File: src/obrcv_pkg.sv
package obrcv_pkg;

    localparam int FRAC_BITS              = 31;
    localparam int DATA_W                 = 32;
    localparam int DEFAULT_MAX_HYPOTHESES = 1024;

    localparam logic [DATA_W-1:0] ONE = DATA_W'(64'd1 << FRAC_BITS);

    // Configuration register indexes and reset values
    localparam logic [1:0] REG_ERROR_LEVEL     = 2'd0;
    localparam logic [1:0] REG_ADAPT_THRESHOLD = 2'd1;
    localparam logic [1:0] REG_GREEDY_MODE     = 2'd2;

    localparam logic [DATA_W-1:0] ERROR_LEVEL_RST     = 32'd107374182;
    localparam logic [DATA_W-1:0] ADAPT_THRESHOLD_RST = 32'd0;
    localparam logic              GREEDY_MODE_RST     = 1'b1;

    typedef enum logic [2:0] {
        CMD_LOAD_GAMMA = 3'd0,
        CMD_LOAD_PRIME = 3'd1,
        CMD_SUPPORT    = 3'd2,
        CMD_PVALUE     = 3'd3,
        CMD_START      = 3'd4
    } cmd_code_t;

    typedef struct packed {
        logic wr_gamma;
        logic wr_prime;
        logic support_upd;
        logic start_clr;
        logic latch_p;
        logic pv_do;
        logic pv_cap;
        logic base_mul1;
        logic base_mul2;
        logic base_add;
        logic greedy_add;
        logic mac_clear;
        logic mac_issue;
        logic finish;
    } dp_cmd_t;

    typedef struct packed {
        logic cap_full;
        logic last_slot;
        logic out_free;
        logic mac_last;
        logic pipe_busy;
    } dp_status_t;

    function automatic logic [DATA_W-1:0] clamp_one(input logic [DATA_W-1:0] v);
        return (v > ONE) ? ONE : v;
    endfunction

    function automatic logic [DATA_W-1:0] sat_add(input logic [DATA_W-1:0] a,
                                                  input logic [DATA_W-1:0] b);
        logic [DATA_W:0] s;
        s = {1'b0, a} + {1'b0, b};
        return (s > {1'b0, ONE}) ? ONE : s[DATA_W-1:0];
    endfunction

endpackage

File: src/obrcv_ctrl.sv
module obrcv_ctrl
    import obrcv_pkg::*;
(
    input  logic       clk,
    input  logic       rst_n,
    input  logic       item_valid,
    input  logic [2:0] command,
    input  logic       greedy_mode,
    input  dp_status_t status,
    output logic       item_stall,
    output dp_cmd_t    cmd
);

    typedef enum logic [8:0] {
        ST_IDLE   = 9'b000000001,
        ST_PV     = 9'b000000010,
        ST_MUL1   = 9'b000000100,
        ST_MUL2   = 9'b000001000,
        ST_BADD   = 9'b000010000,
        ST_GREEDY = 9'b000100000,
        ST_MAC    = 9'b001000000,
        ST_DRAIN  = 9'b010000000,
        ST_FIN    = 9'b100000000
    } state_t;

    state_t state_reg, state_next;
    logic   is_start_reg, is_start_next;

    always_comb
    begin
        state_next    = state_reg;
        is_start_next = is_start_reg;
        cmd           = '0;
        item_stall    = 1'b1;
        unique case (state_reg)
            ST_IDLE:
            begin
                item_stall = 1'b0;
                if (item_valid)
                begin
                    case (cmd_code_t'(command))
                        CMD_LOAD_GAMMA: cmd.wr_gamma = 1'b1;
                        CMD_LOAD_PRIME: cmd.wr_prime = 1'b1;
                        CMD_SUPPORT:    cmd.support_upd = 1'b1;
                        CMD_START:
                        begin
                            cmd.start_clr = 1'b1;
                            is_start_next = 1'b1;
                            state_next    = ST_MUL1;
                        end
                        CMD_PVALUE:
                        begin
                            cmd.latch_p   = 1'b1;
                            is_start_next = 1'b0;
                            state_next    = ST_PV;
                        end
                        default: ;
                    endcase
                end
            end
            ST_PV:
            begin
                // wait for the output register, then commit the hypothesis
                if (status.out_free)
                begin
                    if (status.cap_full)
                    begin
                        cmd.pv_cap = 1'b1;
                        state_next = ST_IDLE;
                    end
                    else
                    begin
                        cmd.pv_do  = 1'b1;
                        state_next = status.last_slot ? ST_IDLE : ST_MUL1;
                    end
                end
            end
            ST_MUL1:
            begin
                cmd.base_mul1 = 1'b1;
                state_next    = ST_MUL2;
            end
            ST_MUL2:
            begin
                cmd.base_mul2 = 1'b1;
                state_next    = ST_BADD;
            end
            ST_BADD:
            begin
                cmd.base_add = 1'b1;
                if (is_start_reg)
                begin
                    state_next = ST_FIN;
                end
                else if (greedy_mode)
                begin
                    state_next = ST_GREEDY;
                end
                else
                begin
                    cmd.mac_clear = 1'b1;
                    state_next    = ST_MAC;
                end
            end
            ST_GREEDY:
            begin
                cmd.greedy_add = 1'b1;
                state_next     = ST_FIN;
            end
            ST_MAC:
            begin
                cmd.mac_issue = 1'b1;
                if (status.mac_last)
                begin
                    state_next = ST_DRAIN;
                end
            end
            ST_DRAIN:
            begin
                if (!status.pipe_busy)
                begin
                    state_next = ST_FIN;
                end
            end
            ST_FIN:
            begin
                cmd.finish = 1'b1;
                state_next = ST_IDLE;
            end
            default: state_next = ST_IDLE;
        endcase
    end

    always_ff @(posedge clk or negedge rst_n)
    begin
        if (!rst_n)
        begin
            state_reg    <= ST_IDLE;
            is_start_reg <= 1'b0;
        end
        else
        begin
            state_reg    <= state_next;
            is_start_reg <= is_start_next;
        end
    end

endmodule

File: config.mk
export PLATFORM = sky130hd
export DESIGN_NAME = obrcv_ctrl
export DESIGN_NICKNAME = d
export VERILOG_FILES = /design/src/obrcv_pkg.sv /design/src/obrcv_ctrl.sv
export SDC_FILE = /design/constraint.sdc
export NUM_CORES = 1
export LEC_CHECK = 0
export ABC_AREA = 1
export BUFFER_PORTS_ARGS = -buffer_cell sky130_fd_sc_hd__buf_2
export CORE_MARGIN = 4
export CORE_UTILIZATION = 44
export DETAILED_ROUTE_END_ITERATION = 16
export PLACE_DENSITY_LB_ADDON = 0.05
export SLEW_MARGIN = 20
export SYNTH_ARGS = -nofsm -noshare
export SYNTH_HDL_FRONTEND = slang
export SYNTH_SLANG_ARGS = --single-unit
export TNS_END_PERCENT = 5
File: constraint.sdc
create_clock -name clk -period 1.33 [get_ports clk]
set_input_delay 0.266 -clock clk [delete_from_list [all_inputs] [get_ports clk]]
set_output_delay 0.266 -clock clk [all_outputs]
set_load 0.01 [all_outputs]
Yosys cells after proc, flatten, opt, wreduce, memory -nomap -nowiden
Index checks and enable logic that the tools add are counted.

operators by class
  eq/ne operators = 18
  multiplexer cells = 32
  reduce and logical (&&, ||, !) cells = 4

operators with widths
  operator              number
  $pmux W9 S8           1
  $mux W9               5
  $pmux W9 S2           1
  $mux W1               17
  $mux W5               2
  $eq A9 B1 Y1 const B  1
  $eq A9 B2 Y1 const B  1
  $eq A9 B3 Y1 const B  1
  $eq A9 B4 Y1 const B  1
  $eq A9 B5 Y1 const B  1
  $eq A9 B6 Y1 const B  1
  $eq A9 B7 Y1 const B  1
  $eq A9 B8 Y1 const B  1
  $eq A9 B9 Y1 const B  1
  $ne A2 B2 Y1 const B  4
  $mux W7               1
  $eq A3 B2 Y1 const B  2
  $mux W3               2
  $reduce_and A5 Y1     1
  $mux W2               2
  $eq A3 B1 Y1 const B  1
  $eq A3 B3 Y1 const B  1
  $logic_not A3 Y1      1
  $ne A3 B1 Y1 const B  1
  other kinds (3)       3

storage, ports and cells
  bits in registers = 10
  bits of input ports = 12
  output and inout port bits = 15
  logic and storage cells = 56

Logic depth before layout (Yosys ltp)
Gate-level depths: netlist (run 1).

  depth in word-level cells = 4
  mapped depth = 10
  depth with buffers taken out = 10

Worst setup path before layout (run 1)
OpenSTA, ideal clock, no wires.

  path type = reg-to-output
  start = reg state_reg[2]
  end = out cmd[11] in the netlist's numbering
  arrival time = 1259 ps
  path slack = -195 ps
  stages on the path, launching flop included = 6
  path buffers = 0
  cell sequence = dfrtp_1 > nor2_4 > nand3_1 > nor2_2 > nand2_1 > nor4_1

RTL lines
  element                   line               source
  start: declaration        obrcv_ctrl.sv:26   state_t state_reg, state_next;
  start signal: assignment  obrcv_ctrl.sv:143  state_reg <= state_next;
  end: declaration          obrcv_ctrl.sv:11   output dp_cmd_t cmd

==> reports/results.txt, run 1 <==
CP bufs+invs = 1
die span in y = 50.23 µm
crit path DAT = 1.55 ns
Core Rows = 14
crit-path cells = nor2_4 > nand2_2 > nor2_4 > nand2_2 > nor3_1 > buf_2
die width = 50.23 µm
vias in the first global route = 884
share of cells above drive strength 1 = 49.72%
drt wl/cell = 10.35 µm
worst ir drop on vdd = 0.8975 mV
GRT Residual Overflow = 0
port buffer count = 26
Worst Path Max Fanout = 5
WS Path Type = register to primary output
Hold Crit Class = primary input to register
io pins = 27
PD cells = 1493 nW/µm²
Seq/Total Area, Yosys = 32.06%
slowest cell delay on critical path = 0.41 ns
final core occ = 78.65%
Levels on crit path = 6
Inserted Clock Buffers = 3
Worst Max-Slew Pin Slew = 0.2174 ns
initial core utilization = 49.22%
crit path launch = state_reg[6]$_DFFE_PN0P_
Yosys reg bits = 10
routed length on met2 = 1025 µm
RSZ-0062 raised after global routing = true
Clock transition at path regs = 0.07 ns
clk root buf = clkbuf_4
synthesized instance count = 123
max layer used = met4
worst setup margin = -0.4852 ns
CP required = 1.06 ns
Mapped Area = 784.5 µm²
Post-synth ARST share = 100.0%
Total Nets Final = 190
clk_skew = 0.009692 ns
overall routing resource usage = 16.43%
clk sinks = 10
Yosys top cell area share = 28.71%
largest net degree at the start of global routing = 11
max_slew headroom = 85.51%
Netlist cell types = 17
Tcrit/Tclk final = 136.5%
gpl congestion = 0.8487
Synth top cells by count = 26 x nand2_1, 24 x inv_1, 21 x nor2_1
failing checks = negative setup slack
CP top delay family = simple AND/OR/NAND/NOR gates
most frequent cell after synthesis = nand2_1
M1 wire length = 926 µm
H-tree levels = 1
initial antenna violation count = 0
launching point of the worst reg2reg path = state_reg[6]$_DFFE_PN0P_
DR vias/cell = 4.522
Worst Hold Depth = 2
antenna cells = 0
EDFF count, synth = 0
Max Cap Viol = 0
reg2reg setup slack = -0.18 ns
Max Slew Vio Count = 0
Synth Net Count = 135
Power, Total = 1872 µW
Met3 Wirelength = 122 µm
Pleak = 0.0007270 µW
first-pass GRT wire length = 3360 µm
Crit-path slowest cell = dfrtp_1
Area Overhead vs Synth = 59.81%
routed via count = 909
f_max = 550.9 MHz
fillers = 126
CP endpoint kind = primary output
fin crit period = 1.815 ns
CTS tree = yes
Endpoint, Worst Hold = state_reg[6]$_DFFE_PN0P_
FF-to-FF path depth = 11
Worst-Skew Late Latency = 0.26 ns
synthesized area per cell = 6.378 µm²
HPWL after DPL = 1661 µm
CP Launch Type = register
number of flip-flops in the largest register = 9
first drt pass iteration count = 4
Final Hold Vio Count = 0
full die area = 2523 µm²
Starting DRT DRC Count = 8
core area = 1594 µm²
Critical R2R Capture = state_reg[0]$_DFFE_PN1P_
Max clock buf depth = 2
main flop type after synthesis = dfrtp_1
DRT antenna net count = 0
status = finished with violations
synth top area cells = dfrtp_1 29%, nand2_1 12%, inv_1 11%
routed wire length = 2081 µm
WHS = 0.2366 ns
Ys Warns = 0
# DRC = 0
Final setup viols = 19
hold path start = greedy_mode
Yosys top cell by area = dfrtp_1
==> report_power, final <==
part / leakage (µW) / total (µW) / internal (µW) / switching, µW
clock network: 0.0000150 / 210 / 115 / 94.9
registers: 0.000133 / 438 / 380 / 58.2
logic: 0.000579 / 1220 / 552 / 672
total: 0.000727 / 1870 / 1050 / 825
==> cells by family after synthesis <==
kind of cell    count (synthesis)  share of synthesized area, %
simple gates                   78                         48.96
flops                          10                         32.06
compound gates                 11                         7.495
buf+inv                        24                         11.48
==> stage by stage <==
| step | setup slack [ns] | std cells | TNS (ns) | cell area, µm² |
|---|---|---|---|---|
| final | -0.4852 | 201 | -6.261 | 1254 |
| after global routing | -0.6102 | 201 | -8.552 | 1254 |
| after CTS | -0.4624 | 197 | -5.471 | 1164 |
| after detailed placement | -0.2164 | 192 | -1.643 | 1101 |
| after global placement | -0.1988 | 192 | -1.390 | 1101 |
| after floorplan | -0.09376 | 123 | -0.2638 | 798.3 |
==> final cells by class <==
cell class	instances	area [µm²]	area share (%)
Multi-Input combinational cell	89	519.2	41.42
Timing Repair Buffer	50	336.6	26.85
Sequential cell	10	251.5	20.06
Inverter	24	90.09	7.186
Tap cell	24	30.03	2.395
Clock buffer	4	26.28	2.096
==> worst max path at each step <==
stage / to / slack [ns]
global route: cmd[11] / -0.61
global placement: cmd[11] / -0.20
detailed placement: cmd[11] / -0.22
CTS: cmd[11] / -0.46
floorplan: cmd[2] / -0.09
finish: cmd[12] / -0.49
==> placed cells by master, fill, tap and decap left out <==
cell type,n
o21ai_0,4
o21ai_2,2
nand2_2,10
clkbuf_1,1
nor2_4,8
a21oi_2,1
nand3_1,7
nand2_1,21
or2_4,1
buf_4,20
dfrtp_1,9
buf_6,5
dlygate4sd3_1,1
dfstp_2,1
clkbuf_4,3
inv_2,2
nand3_4,1
buf_2,24
nand3_2,3
nor3_1,4
nor2_1,16
inv_1,22
a21oi_1,4
nor2_2,6
nor4_2,1
==> what timing repair did <==
| item | 4_1_cts | 5_1_grt |
|---|---|---|
| hold endpoints to repair | 9 | 0 |
| hold buffers | 1 | 0 |
| pin swaps | 6 | 13 |
| endpoints found under the setup margin | 20 | 22 |
| buffers inserted | 0 | 4 |
| cloned | 0 | 0 |
| resized for setup | 9 | 15 |
==> per-layer routing <==
layer  vias to the layer above  global-route usage, %
met4                         0                  5.069
met5                         -                      0
met1                       395                  20.00
met2                        24                  29.57
met3                         2                  2.367
li1                        488                      -
Power figures use the tool's default switching activity.
==> run 2: changes to the inputs <==
- PLACE_DENSITY: default -> 0.73
- PLACE_DENSITY_LB_ADDON: 0.05 -> default
==> run 2 against run 1 <==
The run still ends with negative setup slack left; utilization fell by 3.3 points; final cell count decreased by 0.50%; first-iteration DRC count increased by 63%; clock power rose by 10%; clock-buffer cell count unchanged; sequential share of layout area increased by 0.88 points; design area shrank 4.2%; critical path depth increased by 1; critical endpoint is now cmd[2]; largest power group unchanged.
==> reports/results.txt, run 2 (synthesis results as in run 1) <==
status = finished with violations
failing checks = negative setup slack
Pleak = 0.0007119 µW (-2.1%)
final core occ = 75.35% (-3.3 points)
routed via count = 926 (+1.9%)
most common cell after layout, fill and taps aside = buf_2
first-pass GRT wire length = 3877 µm (+15%)
Total Nets Final = 189 (-0.53%)
Worst Max-Slew Pin Slew = 0.2511 ns (+0.03366 ns)
CP required = 1.06 ns (about the same)
most frequent cells in the layout = 26 x buf_2, 24 x nand2_1, 22 x inv_1, 22 x buf_4, 17 x nor2_1
CP endpoint kind = primary output
Worst Path Max Fanout = 4 (-1)
clk sinks = 10 (unchanged)
initial antenna violation count = 0 (unchanged)
fillers = 123 (-2.4%)
CTS tree = yes
CP top delay family = simple AND/OR/NAND/NOR gates
Final setup viols = 21 (+2)
clk root buf = clkbuf_4
port buffer count = 26 (unchanged)
slowest cell delay on critical path = 0.41 ns (about the same)
Max clock buf depth = 2 (unchanged)
Worst-Skew Late Latency = 0.28 ns (+0.02 ns)
antenna cells = 0 (unchanged)
Hold Crit Class = primary input to register
DR vias/cell = 4.630 (+2.4%)
# DRC = 0 (unchanged)
WS Path Type = register to primary output
Starting DRT DRC Count = 13 (+5)
FF+latch area = 251.5 µm² (unchanged)
worst setup margin = -0.5122 ns (-0.02693 ns)
Clock transition at path regs = 0.07 ns (about the same)
io pins = 27 (unchanged)
CP Launch Type = register
max_slew headroom = 83.26% (-2.2 points)
die width = 50.23 µm (unchanged)
drt wl/cell = 10.87 µm (+4.9%)
DRT antenna net count = 0 (unchanged)
PD cells = 1517 nW/µm² (+1.6%)
full die area = 2523 µm² (unchanged)
crit path DAT = 1.58 ns (+0.03 ns)
area of the multi-input gates = 498.0 µm² (-4.1%)
Max Slew Vio Count = 0 (unchanged)
crit-path cells = nor2_4 > inv_1 > nor2_2 > nand2_1 > or2_4 > nor2_4 > buf_2
HPWL after DPL = 1754 µm (+5.6%)
clk_skew = 0.008826 ns (-0.0008657 ns)
launching point of the worst reg2reg path = state_reg[6]$_DFFE_PN0P_
overall routing resource usage = 20.33% (+3.9 points)
Inserted Clock Buffers = 3 (unchanged)
core area = 1594 µm² (unchanged)
Final Hold Vio Count = 0 (unchanged)
Tcrit/Tclk final = 138.5% (+2.0 points)
Max Cap Viol = 0 (unchanged)
die span in y = 50.23 µm (unchanged)
Core Rows = 14 (unchanged)
worst ir drop on vdd = 0.9708 mV (+8.2%)
Area Overhead vs Synth = 53.11%
f_max = 542.8 MHz (-1.5%)
H-tree levels = 1 (unchanged)
setup slack at placement = -0.2489 ns (-0.03243 ns)
gpl congestion = 0.7631 (-10%)
Crit-path slowest cell = dfrtp_1
number of flip-flops in the largest register = 9 (unchanged)
share of cells above drive strength 1 = 46.02% (-3.7 points)
Placed Cells = 192 (unchanged)
CP bufs+invs = 2 (+1)
GRT Residual Overflow = 0 (unchanged)
RSZ-0062 raised after global routing = true
routed wire length = 2173 µm (+4.4%)
hold path start = greedy_mode
CP most frequent cell = nor2_4
largest net degree at the start of global routing = 11 (unchanged)
fin crit period = 1.842 ns (+0.02693 ns)
crit path launch = state_reg[6]$_DFFE_PN0P_
initial core utilization = 49.22% (unchanged)
Finished Layout Cells = 200 (-0.50%)
vias in the first global route = 965 (+9.2%)
first drt pass iteration count = 4 (unchanged)
Power, Total = 1822 µW (-2.7%)
==> run 2: path summary, 6_finish.rpt <==
| kind | to | slack, ns | depth (start not counted) |
|---|---|---|---|
| worst max-delay path | cmd[2] | -0.51 | 7 |
| worst min-delay path | state_reg[6]$_DFFE_PN0P_ | 0.22 | 2 |
| worst max register to register | state_reg[0]$_DFFE_PN1P_ | -0.17 | 11 |
| worst min register to register | state_reg[0]$_DFFE_PN1P_ | 0.50 | 2 |
| max in group asynchronous | state_reg[0]$_DFFE_PN1P_ | 0.67 | 2 |
| min in group asynchronous | is_start_reg$_DFFE_PN0P_ | 0.38 | 2 |
==> run 2: repair_timing <==
item	4_1_cts	5_1_grt
endpoints found under the hold margin	9	0
buffers inserted	2	1
endpoints found under the setup margin	22	22
pin swaps	4	1
resized for setup	5	9
hold buffers	1	0
==> run 2: final cells by class <==
type                            instances  share of cell area (%)
Timing Repair Buffer                   49                   25.42
Multi-Input combinational cell         89                   41.46
Sequential cell                        10                   20.94
Clock buffer                            4                   2.188
Inverter                               24                   7.500
Tap cell                               24                   2.500
==> run 2: routing by layer <==
metal	vias to the layer above	global-route usage [%]	part of all wire [%]
met3	4	1.775	3.7
met2	22	38.70	53
met4	0	12.44	2.4
met1	414	21.27	40
li1	486	-	-
met5	-	0	0
==> run 2: power breakdown <==
group / switching (µW) / leakage [µW] / total, µW / internal (µW)
Clock: 116 / 0.0000150 / 232 / 116
Combinational: 622 / 0.000564 / 1150 / 527
Sequential: 61.8 / 0.000133 / 441 / 379
==> run 2: stage by stage <==
stage / setup TNS [ns] / hold WS, ns / cell area [µm²]
6_report: -6.609 / 0.2215 / 1201
5_1_grt: -8.900 / 0.2119 / 1201
4_1_cts: -6.816 / 0.2166 / 1167
3_5_place_dp: -2.270 / 0.1457 / 1101
3_3_place_gp: -1.284 / 0.1422 / 1101
2_1_floorplan: -0.2638 / -0.02959 / 798.3
==> run 3: changes to the inputs <==
==> constraint.sdc (replaced) <==
create_clock -name clk -period 1.33 [get_ports clk]
set_input_delay 0.0665 -clock clk [delete_from_list [all_inputs] [get_ports clk]]
set_output_delay 0.0665 -clock clk [all_outputs]
set_load 0.01 [all_outputs]
==> run 3 against run 2 <==
The flow still finishes with violations (negative setup slack); sequential share of layout area shrank 0.82 points; fmax up 8.3%; setup slack better by 0.14 ns; flip-flop and latch count did not move; worst hold slack lost 0.18 ns; final cell count down 1.5%; critical endpoint is now cmd[11].
==> reports/results.txt, run 3 (synthesis results as in run 1) <==
Worst-Skew Late Latency = 0.29 ns (about the same)
Endpoint, Worst Hold = state_reg[2]$_DFFE_PN0P_
initial antenna violation count = 0 (unchanged)
Crit-path slowest cell = dfrtp_1
H-tree levels = 1 (unchanged)
RSZ-0062 raised after global routing = true
CTS tree = yes
Total Nets Final = 186 (-1.6%)
worst ir drop on vdd = 0.9901 mV (+2.0%)
core area = 1594 µm² (unchanged)
clk root buf = clkbuf_4
die span in y = 50.23 µm (unchanged)
clk sinks = 10 (unchanged)
Inserted Clock Buffers = 3 (unchanged)
Pleak = 0.0007071 µW (-0.69%)
antenna cells = 0 (unchanged)
max_slew headroom = 84.01% (+0.74 points)
WS Path Type = register to primary output
HPWL after DPL = 1563 µm (-11%)
fin crit period = 1.701 ns (-0.1410 ns)
CP endpoint kind = primary output
CP most frequent cell = nor2_4
worst setup margin = -0.3711 ns (+0.1410 ns)
io pins = 27 (unchanged)
largest net degree at the start of global routing = 11 (unchanged)
CP required = 1.26 ns (+0.20 ns)
# DRC = 0 (unchanged)
launching point of the worst reg2reg path = state_reg[0]$_DFFE_PN1P_
most common cell after layout, fill and taps aside = buf_2
DR vias/cell = 4.777 (+3.2%)
Critical R2R Capture = state_reg[7]$_DFFE_PN0P_
hold path start = status[3]
crit-path cells = nor2_4 > buf_4 > nand3_4 > nor2_4 > nand2_2 > nor4_2 > buf_2
CP bufs+invs = 2 (unchanged)
most frequent cells in the layout = 25 x buf_2, 21 x nand2_1, 20 x inv_1, 16 x buf_4, 15 x nor2_1
Tcrit/Tclk final = 127.9% (-11 points)
Area Overhead vs Synth = 60.93%
Starting DRT DRC Count = 13 (unchanged)
Hold Crit Class = primary input to register
CP top delay family = simple AND/OR/NAND/NOR gates
final core occ = 79.20% (+3.8 points)
Worst Max-Slew Pin Slew = 0.2399 ns (-0.01117 ns)
initial core utilization = 49.22% (unchanged)
failing checks = negative setup slack
Final Hold Vio Count = 0 (unchanged)
drt wl/cell = 12.04 µm (+11%)
routed wire length = 2371 µm (+9.1%)
f_max = 587.8 MHz (+8.3%)
Power, Total = 2118 µW (+16%)
Max Slew Vio Count = 0 (unchanged)
TNS Setup = -4.378 ns (+2.231 ns)
routed via count = 941 (+1.6%)
vias in the first global route = 880 (-8.8%)
gpl congestion = 0.8033 (+5.3%)
Worst Path Max Fanout = 4 (unchanged)
clk_skew = 0.003879 ns (-0.004947 ns)
GRT Residual Overflow = 0 (unchanged)
reg2reg setup slack = -0.20 ns (-0.03 ns)
CP Launch Type = register
Clock transition at path regs = 0.08 ns (about the same)
Max Cap Viol = 0 (unchanged)
PD cells = 1678 nW/µm² (+11%)
die width = 50.23 µm (unchanged)
FF-to-FF path depth = 9 (-2)
DRT antenna net count = 0 (unchanged)
Core Rows = 14 (unchanged)
slowest cell delay on critical path = 0.42 ns (about the same)
status = finished with violations
full die area = 2523 µm² (unchanged)
overall routing resource usage = 20.89% (+0.56 points)
crit path DAT = 1.63 ns (+0.05 ns)
Final setup viols = 19 (-9.5%)
number of flip-flops in the largest register = 9 (unchanged)
first-pass GRT wire length = 3898 µm (+0.54%)
port buffer count = 26 (unchanged)
Worst Hold Depth = 4 (+2)
first drt pass iteration count = 6 (+2)
share of cells above drive strength 1 = 52.60% (+6.6 points)
Max clock buf depth = 2 (unchanged)
## run 3: cell types whose count changed in the layout (fill, tap and decap cells not counted), moves of 3 or more
cell     previous run  this run
nand3_1             9         5
nand2_1            24        21
buf_6               0         3
buf_4              22        16
nand3_2             0         3
## run 3: layer usage
layer  GRT usage (%)  up-vias  share of wire [%]
li1                -      476                  -
met3           3.846        5                3.6
met2           36.74       29                 53
met4           13.82        0                2.7
met1           22.73      431                 41
met5               0        -                  0
## run 3: layout make-up
type	count	area [µm²]
Clock buffer	4	36.28
Fill cell	106	331.6
Inverter	24	90.09
Multi-Input combinational cell	89	553.0
Sequential cell	10	254.0
Tap cell	24	30.03
Timing Repair Buffer	46	299.0
## run 3: power breakdown
part	total (µW)	leakage (µW)	internal (µW)	switching, µW
sequential	464	0.000130	381	83.2
clock	303	0.0000210	167	137
combinational	1350	0.000556	613	738
## run 3: worst max-delay path by stage
stage                             startpoint      end  slack, ns  depth (start not counted)
global placement    state_reg[1]$_DFFE_PN0P_   cmd[2]      -0.05                          7
CTS                 state_reg[3]$_DFFE_PN0P_   cmd[2]      -0.34                          7
finish              state_reg[2]$_DFFE_PN0P_  cmd[11]      -0.37                          7
detailed placement  state_reg[1]$_DFFE_PN0P_   cmd[2]      -0.12                          7
floorplan           state_reg[2]$_DFFE_PN0P_  cmd[11]      0.005                          5
global route        state_reg[2]$_DFFE_PN0P_   cmd[8]      -0.48                          9
## run 3: metrics by stage
stage | instances | area, µm² | hold WS [ns] | setup slack (ns)
after CTS | 196 | 1194 | 0.04442 | -0.3414
final | 197 | 1262 | 0.03790 | -0.3711
after detailed placement | 184 | 1027 | -0.05891 | -0.1213
after global routing | 197 | 1262 | 0.04494 | -0.4801
after global placement | 184 | 1027 | -0.05847 | -0.04781
after floorplan | 123 | 784.5 | -0.2291 | 0.004504
## run 3: worst register-to-register path, stage by stage (launching register included)
cell     delay, ns
dfstp_2       0.62
nor2_4        0.07
nand2_2       0.11
nor2_4        0.05
buf_4         0.14
nand3_2       0.07
nand2_2       0.06
nor2_2        0.12
nand2_2       0.10
o21ai_1       0.12
## run 3: timing repair
item	4_1_cts	5_1_grt
pin swaps	9	8
resized for setup	17	21
endpoints found under the hold margin	11	0
setup endpoints to repair	22	22
hold buffers	2	0
setup buffers	6	1
